**src/rtl/lcs_pkg.sv**
```systemverilog
package lcs_pkg;

  typedef enum logic [1:0] {
    STA_PROV,
    STA_CONNECTING,
    STA_ONLINE,
    STA_RETRY
  } lcs_sta_t;

  typedef enum logic [1:0] {
    AP_INACTIVE,
    AP_ACTIVE,
    AP_RETRY
  } lcs_ap_t;

  typedef enum logic [1:0] {
    MODE_INIT,
    MODE_POLL,
    MODE_DISC
  } lcs_mode_t;

  localparam logic [1:0] RADIO_OFF  = 2'd0;
  localparam logic [1:0] RADIO_STA  = 2'd1;
  localparam logic [1:0] RADIO_AP   = 2'd2;
  localparam logic [1:0] RADIO_BOTH = 2'd3;

  localparam logic [1:0] CAUSE_NONE     = 2'd0;
  localparam logic [1:0] CAUSE_FATAL    = 2'd1;
  localparam logic [1:0] CAUSE_DEADLINE = 2'd2;

  localparam logic [2:0] NOTE_NONE       = 3'd0;
  localparam logic [2:0] NOTE_CONNECTING = 3'd1;
  localparam logic [2:0] NOTE_CONNECTED  = 3'd2;
  localparam logic [2:0] NOTE_ERROR      = 3'd3;
  localparam logic [2:0] NOTE_DISABLED   = 3'd4;

  localparam logic [2:0] CFG_HAS_CREDENTIALS = 3'd0;
  localparam logic [2:0] CFG_ATTEMPT_TIMEOUT = 3'd1;
  localparam logic [2:0] CFG_RECONNECT       = 3'd2;
  localparam logic [2:0] CFG_FALLBACK_DELAY  = 3'd3;
  localparam logic [2:0] CFG_AP_RETRY        = 3'd4;
  localparam logic [2:0] CFG_AP_IDLE         = 3'd5;

  localparam logic [31:0] RST_ATTEMPT_TIMEOUT = 32'd15000;
  localparam logic [31:0] RST_RECONNECT       = 32'd10000;
  localparam logic [31:0] RST_FALLBACK_DELAY  = 32'd60000;
  localparam logic [31:0] RST_AP_RETRY        = 32'd5000;
  localparam logic [31:0] RST_AP_IDLE         = 32'd300000;

  localparam logic [15:0] FATAL_R0 = 16'd2;
  localparam logic [15:0] FATAL_R1 = 16'd4;
  localparam logic [15:0] FATAL_R2 = 16'd15;
  localparam logic [15:0] FATAL_R3 = 16'd23;
  localparam logic [15:0] FATAL_R4 = 16'd201;
  localparam logic [15:0] FATAL_R5 = 16'd202;
  localparam logic [15:0] FATAL_R6 = 16'd203;
  localparam logic [15:0] FATAL_R7 = 16'd204;

  typedef struct packed {
    logic        has_credentials;
    logic [31:0] attempt_timeout_ms;
    logic [31:0] reconnect_interval_ms;
    logic [31:0] fallback_delay_ms;
    logic [31:0] ap_retry_interval_ms;
    logic [31:0] ap_idle_timeout_ms;
  } lcs_cfg_t;

  typedef struct packed {
    logic [1:0]  mode;
    logic [31:0] now_ms;
    logic        sta_link_up;
    logic        ap_clients_present;
    logic        ap_start_ok;
    logic [15:0] disconnect_reason;
  } lcs_item_t;

  typedef struct packed {
    lcs_sta_t    sta;
    lcs_ap_t     ap;
    logic [1:0]  radio;
    logic        campaign;
    logic        fallback;
    logic        accepting;
    logic        pend_valid;
    logic [15:0] pend_reason;
    logic [31:0] pend_attempt;
    logic [31:0] active_attempt;
    logic [31:0] next_attempt;
    logic [31:0] connect_t;
    logic [31:0] retry_t;
    logic [31:0] campaign_t;
    logic [31:0] ap_idle_t;
    logic [31:0] ap_retry_t;
  } lcs_state_t;

  typedef struct packed {
    logic [1:0]  sta_status;
    logic [1:0]  ap_status;
    logic [1:0]  radio_mode;
    logic        begin_connect;
    logic        drop_link;
    logic        ap_bring_up;
    logic        ap_take_down;
    logic [1:0]  failure_cause;
    logic [2:0]  notify;
    logic [31:0] attempt_number;
  } lcs_result_t;

  function automatic logic elapsed(input logic [31:0] now_ms, input logic [31:0] start,
                                   input logic [31:0] interval);
    logic [31:0] diff;
    diff = now_ms - start;
    return diff >= interval;
  endfunction

  function automatic logic is_fatal(input logic [15:0] r);
    return (r == FATAL_R0) || (r == FATAL_R1) || (r == FATAL_R2) || (r == FATAL_R3) ||
           (r == FATAL_R4) || (r == FATAL_R5) || (r == FATAL_R6) || (r == FATAL_R7);
  endfunction

endpackage

```
**src/rtl/link_connection_supervisor_core.sv**
```systemverilog
// Station link supervisor with fallback access point. Each input transfer is an init, poll
// tick or disconnect event (in_tuser) with a 32-bit ms time and status flags; each one
// yields exactly one result transfer showing the station and AP state after the event,
// the command pulses, the failure cause, a notify code and the active attempt number.
// Each event passes through an input register, then a result register, and one item is
// taken every cycle while the output is not stalled: the whole event update is one
// combinational pass over the state registers. Configuration writes are taken at any time
// and should only be issued while no event is in flight.
module link_connection_supervisor_core (
  input  logic        clk,
  input  logic        rst_n,
  input  logic        in_tvalid,
  output logic        in_tready,
  input  logic [1:0]  in_tuser,   // mode
  // now_ms[31:0], sta_link_up[32], ap_clients_present[33], ap_start_ok[34],
  // disconnect_reason[50:35], zero[55:51]
  input  logic [55:0] in_tdata,
  output logic        out_tvalid,
  input  logic        out_tready,
  // sta_status[1:0], ap_status[3:2], radio_mode[5:4], begin_connect[6], drop_link[7],
  // ap_bring_up[8], ap_take_down[9], failure_cause[11:10], notify[14:12],
  // attempt_number[46:15], zero[47]
  output logic [47:0] out_tdata,
  input  logic        cfg_valid,
  output logic        cfg_ready,
  input  logic [2:0]  cfg_index,
  input  logic [31:0] cfg_data
);

  lcs_pkg::lcs_cfg_t    cfg_r;
  lcs_pkg::lcs_state_t  st_r;
  lcs_pkg::lcs_state_t  st_nxt;
  lcs_pkg::lcs_item_t   s1_item_r;
  lcs_pkg::lcs_item_t   item_nxt;
  lcs_pkg::lcs_result_t res_nxt;
  lcs_pkg::lcs_result_t out_res_r;
  logic                 s1_valid_r;
  logic                 out_valid_r;
  logic                 adv;

  assign adv       = !out_valid_r || out_tready;
  assign in_tready = !s1_valid_r || adv;
  assign cfg_ready = 1'b1;

  always_comb begin
    item_nxt.mode               = in_tuser;
    item_nxt.now_ms             = in_tdata[31:0];
    item_nxt.sta_link_up        = in_tdata[32];
    item_nxt.ap_clients_present = in_tdata[33];
    item_nxt.ap_start_ok        = in_tdata[34];
    item_nxt.disconnect_reason  = in_tdata[50:35];
  end

  lcs_step u_step (
    .cfg    (cfg_r),
    .item   (s1_item_r),
    .st     (st_r),
    .st_nxt (st_nxt),
    .res    (res_nxt)
  );

  always_ff @(posedge clk) begin
    if (!rst_n) begin
      cfg_r.has_credentials       <= 1'b0;
      cfg_r.attempt_timeout_ms    <= lcs_pkg::RST_ATTEMPT_TIMEOUT;
      cfg_r.reconnect_interval_ms <= lcs_pkg::RST_RECONNECT;
      cfg_r.fallback_delay_ms     <= lcs_pkg::RST_FALLBACK_DELAY;
      cfg_r.ap_retry_interval_ms  <= lcs_pkg::RST_AP_RETRY;
      cfg_r.ap_idle_timeout_ms    <= lcs_pkg::RST_AP_IDLE;
    end else if (cfg_valid) begin
      unique case (cfg_index)
        lcs_pkg::CFG_HAS_CREDENTIALS: cfg_r.has_credentials       <= cfg_data[0];
        lcs_pkg::CFG_ATTEMPT_TIMEOUT: cfg_r.attempt_timeout_ms    <= cfg_data;
        lcs_pkg::CFG_RECONNECT:       cfg_r.reconnect_interval_ms <= cfg_data;
        lcs_pkg::CFG_FALLBACK_DELAY:  cfg_r.fallback_delay_ms     <= cfg_data;
        lcs_pkg::CFG_AP_RETRY:        cfg_r.ap_retry_interval_ms  <= cfg_data;
        lcs_pkg::CFG_AP_IDLE:         cfg_r.ap_idle_timeout_ms    <= cfg_data;
        default: begin
        end
      endcase
    end
  end

  // all-zero state is provisioning, AP inactive, radio off
  always_ff @(posedge clk) begin
    if (!rst_n) begin
      s1_valid_r  <= 1'b0;
      out_valid_r <= 1'b0;
      st_r        <= '0;
    end else begin
      if (in_tready) s1_valid_r <= in_tvalid;
      if (adv) begin
        out_valid_r <= s1_valid_r;
        if (s1_valid_r) st_r <= st_nxt;
      end
    end
  end

  always_ff @(posedge clk) begin
    if (in_tready && in_tvalid) s1_item_r <= item_nxt;
    if (adv && s1_valid_r) out_res_r <= res_nxt;
  end

  assign out_tvalid = out_valid_r;
  assign out_tdata  = {1'b0, out_res_r.attempt_number, out_res_r.notify,
                       out_res_r.failure_cause, out_res_r.ap_take_down, out_res_r.ap_bring_up,
                       out_res_r.drop_link, out_res_r.begin_connect, out_res_r.radio_mode,
                       out_res_r.ap_status, out_res_r.sta_status};

endmodule

```
**src/rtl/lcs_step.sv**
```systemverilog
module lcs_step (
  input  lcs_pkg::lcs_cfg_t    cfg,
  input  lcs_pkg::lcs_item_t   item,
  input  lcs_pkg::lcs_state_t  st,
  output lcs_pkg::lcs_state_t  st_nxt,
  output lcs_pkg::lcs_result_t res
);

  typedef struct packed {
    lcs_pkg::lcs_state_t s;
    logic                begin_c;
    logic                drop;
    logic                up;
    logic                down;
    logic [1:0]          cause;
    logic [2:0]          note;
  } work_t;

  function automatic work_t request_ap(input work_t w, input lcs_pkg::lcs_item_t it);
    work_t r;
    r = w;
    if (r.s.ap != lcs_pkg::AP_ACTIVE) begin
      if (it.ap_start_ok) begin
        r.s.ap = lcs_pkg::AP_ACTIVE;
        r.s.ap_idle_t = it.now_ms;
        r.up = 1'b1;
      end else begin
        r.s.ap = lcs_pkg::AP_RETRY;
        r.s.ap_retry_t = it.now_ms;
      end
    end
    return r;
  endfunction

  function automatic work_t stop_ap(input work_t w, input lcs_pkg::lcs_cfg_t c);
    work_t r;
    r = w;
    if (r.s.ap != lcs_pkg::AP_INACTIVE) begin
      if (r.s.ap == lcs_pkg::AP_ACTIVE) r.down = 1'b1;
      r.s.ap = lcs_pkg::AP_INACTIVE;
      r.s.radio = c.has_credentials ? lcs_pkg::RADIO_STA : lcs_pkg::RADIO_OFF;
    end
    return r;
  endfunction

  function automatic work_t start_campaign(input work_t w, input lcs_pkg::lcs_item_t it);
    work_t r;
    r = w;
    r.s.campaign = 1'b1;
    r.s.fallback = 1'b0;
    r.s.campaign_t = it.now_ms;
    return r;
  endfunction

  function automatic work_t start_connection(input work_t w, input lcs_pkg::lcs_cfg_t c,
                                             input lcs_pkg::lcs_item_t it);
    work_t r;
    r = w;
    if (r.s.sta != lcs_pkg::STA_CONNECTING) begin
      if (!c.has_credentials) begin
        r.s.sta = lcs_pkg::STA_PROV;
      end else begin
        r.note = lcs_pkg::NOTE_CONNECTING;
        r.s.pend_valid = 1'b0;
        r.s.next_attempt = r.s.next_attempt + 32'd1;
        r.s.active_attempt = r.s.next_attempt;
        r.s.connect_t = it.now_ms;
        r.s.sta = lcs_pkg::STA_CONNECTING;
        r.s.accepting = 1'b1;
        r.begin_c = 1'b1;
      end
    end
    return r;
  endfunction

  function automatic work_t on_connected(input work_t w, input lcs_pkg::lcs_cfg_t c);
    work_t r;
    r = w;
    r.s.accepting = 1'b0;
    r.s.pend_valid = 1'b0;
    r.s.sta = lcs_pkg::STA_ONLINE;
    r.s.campaign = 1'b0;
    r = stop_ap(r, c);
    r.note = lcs_pkg::NOTE_CONNECTED;
    r.s.next_attempt = '0;
    r.s.active_attempt = '0;
    return r;
  endfunction

  function automatic work_t fail_connection(input work_t w, input logic [1:0] cause,
                                            input lcs_pkg::lcs_item_t it);
    work_t r;
    r = w;
    r.s.accepting = 1'b0;
    r.s.pend_valid = 1'b0;
    r.s.sta = lcs_pkg::STA_RETRY;
    r.s.retry_t = it.now_ms;
    if (cause == lcs_pkg::CAUSE_DEADLINE) r.drop = 1'b1;
    r.cause = cause;
    r.note = lcs_pkg::NOTE_ERROR;
    return r;
  endfunction

  function automatic work_t check_connecting(input work_t w, input lcs_pkg::lcs_cfg_t c,
                                             input lcs_pkg::lcs_item_t it);
    work_t r;
    logic  failed;
    r = w;
    failed = 1'b0;
    if (it.sta_link_up) begin
      r = on_connected(r, c);
    end else begin
      if (r.s.pend_valid && (r.s.pend_attempt == r.s.active_attempt)) begin
        r.s.pend_valid = 1'b0;
        if (lcs_pkg::is_fatal(r.s.pend_reason)) begin
          r = fail_connection(r, lcs_pkg::CAUSE_FATAL, it);
          failed = 1'b1;
        end
      end
      if (!failed && lcs_pkg::elapsed(it.now_ms, r.s.connect_t, c.attempt_timeout_ms)) begin
        r = fail_connection(r, lcs_pkg::CAUSE_DEADLINE, it);
      end
    end
    return r;
  endfunction

  function automatic work_t check_fallback(input work_t w, input lcs_pkg::lcs_cfg_t c,
                                           input lcs_pkg::lcs_item_t it);
    work_t r;
    r = w;
    if (r.s.campaign && !r.s.fallback && !it.sta_link_up &&
        lcs_pkg::elapsed(it.now_ms, r.s.campaign_t, c.fallback_delay_ms)) begin
      r.s.fallback = 1'b1;
      r.s.radio = lcs_pkg::RADIO_BOTH;
      r = request_ap(r, it);
    end
    return r;
  endfunction

  function automatic work_t check_retry_wait(input work_t w, input lcs_pkg::lcs_cfg_t c,
                                             input lcs_pkg::lcs_item_t it);
    work_t r;
    r = w;
    if (it.sta_link_up) begin
      r = on_connected(r, c);
    end else if (lcs_pkg::elapsed(it.now_ms, r.s.retry_t, c.reconnect_interval_ms)) begin
      r = start_connection(r, c, it);
    end
    return r;
  endfunction

  work_t w;

  always_comb begin
    w = '0;
    w.s = st;
    w.cause = lcs_pkg::CAUSE_NONE;
    w.note = lcs_pkg::NOTE_NONE;
    unique case (lcs_pkg::lcs_mode_t'(item.mode))
      lcs_pkg::MODE_INIT: begin
        if (!cfg.has_credentials) begin
          w.s.radio = lcs_pkg::RADIO_AP;
          w = request_ap(w, item);
          w.s.sta = lcs_pkg::STA_PROV;
          w.note = lcs_pkg::NOTE_DISABLED;
        end else begin
          w.s.radio = lcs_pkg::RADIO_STA;
          w = start_campaign(w, item);
          w = start_connection(w, cfg, item);
        end
      end
      lcs_pkg::MODE_POLL: begin
        unique case (w.s.sta)
          lcs_pkg::STA_CONNECTING: begin
            w = check_connecting(w, cfg, item);
            w = check_fallback(w, cfg, item);
          end
          lcs_pkg::STA_ONLINE: begin
            if (!item.sta_link_up) begin
              w.drop = 1'b1;
              w = start_campaign(w, item);
              w.s.sta = lcs_pkg::STA_RETRY;
              w.s.retry_t = item.now_ms;
            end
          end
          lcs_pkg::STA_RETRY: begin
            w = check_fallback(w, cfg, item);
            w = check_retry_wait(w, cfg, item);
          end
          default: begin
          end
        endcase
        if ((w.s.sta != lcs_pkg::STA_ONLINE) && !item.sta_link_up &&
            (w.s.ap == lcs_pkg::AP_RETRY) &&
            lcs_pkg::elapsed(item.now_ms, w.s.ap_retry_t, cfg.ap_retry_interval_ms)) begin
          w = request_ap(w, item);
        end
        if (cfg.has_credentials && w.s.campaign && !item.sta_link_up &&
            (w.s.ap == lcs_pkg::AP_ACTIVE)) begin
          if (item.ap_clients_present) begin
            w.s.ap_idle_t = item.now_ms;
          end else if (lcs_pkg::elapsed(item.now_ms, w.s.ap_idle_t,
                                        cfg.ap_idle_timeout_ms)) begin
            w = stop_ap(w, cfg);
          end
        end
      end
      lcs_pkg::MODE_DISC: begin
        if ((w.s.sta == lcs_pkg::STA_CONNECTING) && w.s.accepting && !w.s.pend_valid) begin
          w.s.pend_valid = 1'b1;
          w.s.pend_attempt = w.s.active_attempt;
          w.s.pend_reason = item.disconnect_reason;
        end
      end
      default: begin
      end
    endcase
  end

  assign st_nxt = w.s;

  always_comb begin
    res.sta_status     = w.s.sta;
    res.ap_status      = w.s.ap;
    res.radio_mode     = w.s.radio;
    res.begin_connect  = w.begin_c;
    res.drop_link      = w.drop;
    res.ap_bring_up    = w.up;
    res.ap_take_down   = w.down;
    res.failure_cause  = w.cause;
    res.notify         = w.note;
    res.attempt_number = w.s.active_attempt;
  end

endmodule

```
**config.mk**
```make
export PLATFORM = sky130hd
export DESIGN_NAME = link_connection_supervisor_core
export DESIGN_NICKNAME = d
export VERILOG_FILES = /design/src/rtl/lcs_pkg.sv /design/src/rtl/link_connection_supervisor_core.sv /design/src/rtl/lcs_step.sv
export SDC_FILE = /design/constraint.sdc
export NUM_CORES = 2
export LEC_CHECK = 0
export ABC_AREA = 1
export BUFFER_PORTS_ARGS = -buffer_cell sky130_fd_sc_hd__buf_2
export CAP_MARGIN = 5
export CORE_ASPECT_RATIO = 1.4
export CORE_MARGIN = 2
export CORE_UTILIZATION = 50
export DETAILED_ROUTE_END_ITERATION = 6
export GPL_TIMING_DRIVEN = 0
export PLACE_DENSITY_LB_ADDON = 0.25
export SLEW_MARGIN = 20
export SYNTH_ARGS = -nofsm -noshare
export SYNTH_HDL_FRONTEND = slang
export SYNTH_HIERARCHICAL = 1
export SYNTH_SLANG_ARGS = --single-unit
```
**constraint.sdc**
```tcl
create_clock -name clk -period 18 [get_ports clk]
set_input_delay 2.7 -clock clk [delete_from_list [all_inputs] [get_ports clk]]
set_output_delay 2.7 -clock clk [all_outputs]
set_load 0.1 [all_outputs]
```
; Yosys cells after proc, flatten, opt, wreduce, memory -nomap -nowiden
; Cells that the tools add are included.
[word_totals]
reg_bits = 545
latch_bits = 0
ram_bits = 0
mem_bits_ro = 0
input_bits = 98
out_inout_bits = 51
wordCells = 221
memories = 0
[classes]
n_addsub = 8
multipliers = 0
div_mod_pow = 0
magnitude_cmp = 6
eq_ne = 33
shift = 0
mux = 78
bitwise_logic = 1
reduce_logical = 55
[ops]
columns = operator, count
row1 = 291-bit two-way mux, 17
row2 = 289-bit two-way mux, 5
row3 = 291-bit case mux with 3 select lines, 1
row4 = 233-bit case mux with 2 select lines, 1
row5 = 96-bit two-way mux, 3
row6 = 32-bit two-way mux, 7
row7 = 216-bit two-way mux, 1
row8 = 32-bit greater-or-equal comparator, 6
row9 = 64-bit two-way mux, 3
row10 = 32-bit subtractor, 6
row11 = 49-bit case mux with 3 select lines, 1
row12 = "32-bit by 1-bit adder with 32-bit output, second input constant", 2
row13 = "16-bit by 8-bit equality test with 1-bit output, second input constant", 4
row14 = 49-bit two-way mux, 1
row15 = 41-bit two-way mux, 1
row16 = 32-bit equality test, 1
row17 = 1-bit two-way mux, 22
row18 = 1-bit logical AND, 18
row19 = 2-bit two-way mux, 9
row20 = 9-bit case mux with 2 select lines, 1
row21 = "16-bit by 2-bit equality test with 1-bit output, second input constant", 1
row22 = "16-bit by 3-bit equality test with 1-bit output, second input constant", 1
row23 = "16-bit by 4-bit equality test with 1-bit output, second input constant", 1
row24 = "16-bit by 5-bit equality test with 1-bit output, second input constant", 1
row25 = other kinds (20), 67

; Depth between registers and ports, before layout
[depth]
depth_word = 40
depth_mapped = 95
mapped_depth_nobuf = 91

; Modules after synthesis
; Netlist, hierarchy kept.
[by_module_without_submodules]
columns = mod, instances, cells_per_inst, area_each_um2, seq_area_each_um2
row1 = lcs_step, 1, 5044, 26710.6, 0.0
row2 = link_connection_supervisor_core, 1, 2539, 21013.9, 11911.4

; Worst setup path before layout
; No wires, ideal clock.
[synth_path]
kind = flip-flop to flip-flop
start = register s1_item_r[21] (netlist name)
end = register st_r[276] (netlist name)
t_arrival_ns = 12.403
t_required_ns = 17.883
path_slack_ns = 5.480
path_stages_with_launch = 88
path_buffers = 4
synth_period_minus_slack_ns = 12.520
cell_sequence = edfxtp_1 -> ha_1 -> a21oi_1 -> nand2_1 -> a21oi_1 -> o21ai_1 -> a21boi_0 -> o21ai_1 -> a21oi_1 -> o21ai_1 -> a21oi_1 -> o21ai_1 -> nand2_1 -> nand2_1 -> nand2_1 -> nand2_1 -> ha_1 -> nand2_1 -> (+52 left out) -> xnor2_1 -> ha_1 -> a21oi_1 -> nor2_1 -> a211oi_1 -> o221ai_1 -> a21oi_1 -> nand2_1 -> a31oi_1 -> o21ai_0 -> nand2_1 -> nand2_1 -> nand2_1 -> nand2_1 -> buf_4 -> nand3b_1 -> nand2_1 -> nor2_1
[synth_lines]
columns = element, line_no
row1 = start: declaration, link_connection_supervisor_core.sv:33  ; lcs_pkg::lcs_item_t s1_item_r;
row2 = start signal: assignment, link_connection_supervisor_core.sv:100  ; if (in_tready && in_tvalid) s1_item_r <= item_nxt;
row3 = end signal: assignment, link_connection_supervisor_core.sv:94  ; if (s1_valid_r) st_r <= st_nxt;
row4 = end: declaration, link_connection_supervisor_core.sv:31  ; lcs_pkg::lcs_state_t st_r;

==> run summary <==
Layout area overhead: 9.824%
Remaining DRCs: 1
First-pass GRT wire length: 323,600 um
Skew-Pair Late Insertion Delay: 0.72 ns
Async S/R FF share, synth: 0%
Post-synthesis mux area share: 0.2124%
Final Slew Violations: 0
CP Class: reg -> reg
Core area: 0.09490 mm2
DR vias: 54,990
Cell Rows: 134
Clk root buf: clkbuf_16
Post-Route Utilization: 55.23%
Cells after synthesis: 7,583
Grt total ovfl: 0
Hold-fix buffers, CTS: 0
P_leak: 23.28 nW
Worst ir drop on vdd: 0.00008533 V
CP required: 18.59 ns
Hold Fails Final Rpt: 0
WHS: 0.4606 ns
HPWL Detailed: 168,300 um
Final setup vio count: 0
Rel. slew slack: 11.31%
Synth top area share: 18.67%
Distinct cells, synth: 63
Share of post-route cells with drive strength above 1: 7.034%
PortBufs: 140
Hold Crit Class: reg -> reg
Num CTS Buffers: 61
Failing checks: DRC
Place WS: 0.05165 ns
Number of global-route vias before repair: 50,840
Starting Density: 50.29%
Xor/xnor share of the synthesized area: 3.395%
Synth Area in Adders: 8.494%
Final WL: 223,200 um
Ys flop type: dfxtp_1
Simple-Gate Fraction of Synth Area: 34.17%
Starting DRT DRC Count: 7,183
Largest net degree at the start of global routing: 57
Final Instance Count excl. Fillers: 9,088
Post-synthesis sequential area ratio: 24.96%
Clk slew on worst S/H paths: 0.07 ns
Power Density: 87.49 mW/mm2
Global Route Usage Sum: 44.14%
Placer Congestion: 1.065
Largest stage delay on the critical path: 1.09 ns
Setup TNS Final: 0 ns
I/O pin total: 149
Max-cap viol count: 0
Top post-synthesis cells by area: dfxtp_1 (19%), nand2_1 (14%), nor2_1 (8.9%)
Worst EP arrival: 17.57 ns
Initial antenna violation count: 7
Slew @ Worst Pin: 1.330 ns
Synth Register Bits: 545
Unrepaired setup endpoints after global routing: false
CP max-delay cell: edfxtp_1
Fill count: 9,711
DIE AREA: 0.09797 mm2
Routed WL per cell: 24.56 um
Vias per inst: 6.051
Die Y: 369.6 um
DRT Pass-1 Iters: 7
Tmin final: 16.98 ns
Fin area: 0.05241 mm2
Setup WS post-layout: 1.018 ns
Largest family of logic cells by synthesized area: simple AND/OR/NAND/NOR gates
Critical path's most frequent cell: nand2_1
Cell taking the most area after synthesis: dfxtp_1
Pwr Total: 4.586 mW
Clock Path Buffers: 3
CTS tree: built
Die Width: 265.1 um
Area after DPL: 0.05003 mm2
Post-Place Cells: 8,950
CP Launch Type: flop
Clock Skew: 0.03732 ns
Fmax: 0.05889 GHz
Syn_nets: 8,002
Crit path max fanout: 10
Synth warn: 6
CTS HTree Levels: 2
Sink Count: 545
Avg Synthesized Cell Area: 6.294 um2
Mapped cell area: 0.04772 mm2
Outcome: finished, violations left
EDFF count, synth: 100
Post-synthesis compound-gate area fraction: 17.98%
Fin crit share: 94.34%
Post-DRT Antenna Nets: 0
Worst setup EP type: flop
Nets: 8,229
layer usage:
metal / track usage (%) / routed length (um) / vias up
met3: 9.291 / 21870 / 1016
met1: 50.61 / 81050 / 25070
met4: 39.31 / 24100 / 8
met2: 69.37 / 96080 / 3302
li1: - / - / 25590
met5: 0 / 57 / -
cells in the mapped netlist (100+ instances only):
| cell type | count |
|---|---|
| nor2_1 | 1134 |
| buf_2 | 138 |
| dfxtp_1 | 445 |
| xor2_1 | 115 |
| a21oi_1 | 558 |
| nand2_1 | 1767 |
| inv_1 | 726 |
| clkbuf_1 | 238 |
| ha_1 | 316 |
| edfxtp_1 | 100 |
| o21ai_0 | 504 |
| o211ai_1 | 107 |
| nand3_1 | 456 |
| nand3b_1 | 283 |
cell usage in the layout, fill, tap and decap left out, types with 12 or more instances in the layout:
master / instances
buf_6: 24
nor2_1: 1131
clkbuf_16: 61
o21ai_0: 504
inv_1: 724
buf_1: 40
buf_2: 277
buf_4: 69
nor3_1: 43
dfxtp_1: 445
a21oi_1: 558
or2_2: 15
a31oi_1: 14
edfxtp_1: 100
nand3b_1: 283
o211ai_1: 107
nand2_1: 1767
nand3_1: 456
a221oi_1: 36
nand4_1: 61
nor2_2: 12
clkbuf_1: 240
xnor2_1: 70
o21ai_1: 20
o221ai_1: 90
o22ai_1: 69
ha_1: 316
xor2_1: 115
area by class of cell:
type	count	area (um2)	area share, %
Clock buffer	75	1649	3.146
Timing Repair Buffer	164	924.6	1.764
Inverter	739	2784	5.312
Sequential cell	545	11910	22.73
Antenna cell	2	5.005	0.009549
Buffer	489	2375	4.531
Tap cell	1224	1531	2.922
Multi-Input combinational cell	5810	30740	58.64
Clock inverter	40	495.5	0.9453
state kept, by name (all words and copies together) (netlist names):
signal and flops:
out_tdata 47, out_tvalid 1, cfg_r 161, st_r 282, s1_item_r 53, s1_valid_r 1
timing repair:
action,4_1_cts,5_1_grt
setup buffers,1,19
hold endpoints to repair,0,0
resized for setup,1,13
setup endpoints to repair,1,7
where the power goes:
group / switching (mW) / total [mW] / leakage [nW] / internal [mW]
logic: 1.20 / 1.78 / 17.6 / 0.580
clock network: 0.617 / 1.39 / 1.02 / 0.773
registers: 0.0975 / 1.42 / 4.62 / 1.32
final timing paths:
kind / start / to / slack [ns] / cells after the start
max: s1_item_r[24]$_DFFE_PP_ / st_r[276]$_SDFFE_PN0P_ / 1.02 / 86
min: cfg_r[69]$_SDFFE_PN1P_ / cfg_r[69]$_SDFFE_PN1P_ / 0.46 / 2
max reg2reg: s1_item_r[24]$_DFFE_PP_ / st_r[276]$_SDFFE_PN0P_ / 1.02 / 86
min reg2reg: cfg_r[69]$_SDFFE_PN1P_ / cfg_r[69]$_SDFFE_PN1P_ / 0.46 / 2
critical path: cells and delay by family, from the launching register on:
kind,cells,cell delay [ns]
flops,1,1.09
simple gates,34,4.22
compound gates,36,7.17
buf+inv,8,1.81
fa+ha+maj,7,2.33
xor+xnor,1,0.17
logic make-up (layout without fill, tap and decap cells):
family	after synthesis	count (layout)
buffers and inverters	1228	1507
flip-flops	545	545
other	2	4
XOR/XNOR	185	185
multiplexers	9	9
AO/OA/AOI/OAI	1492	1492
adder cells (fa/ha/maj)	321	321
AND/OR/NAND/NOR	3801	3801
Note: power is estimated with default switching activity, not from simulation.
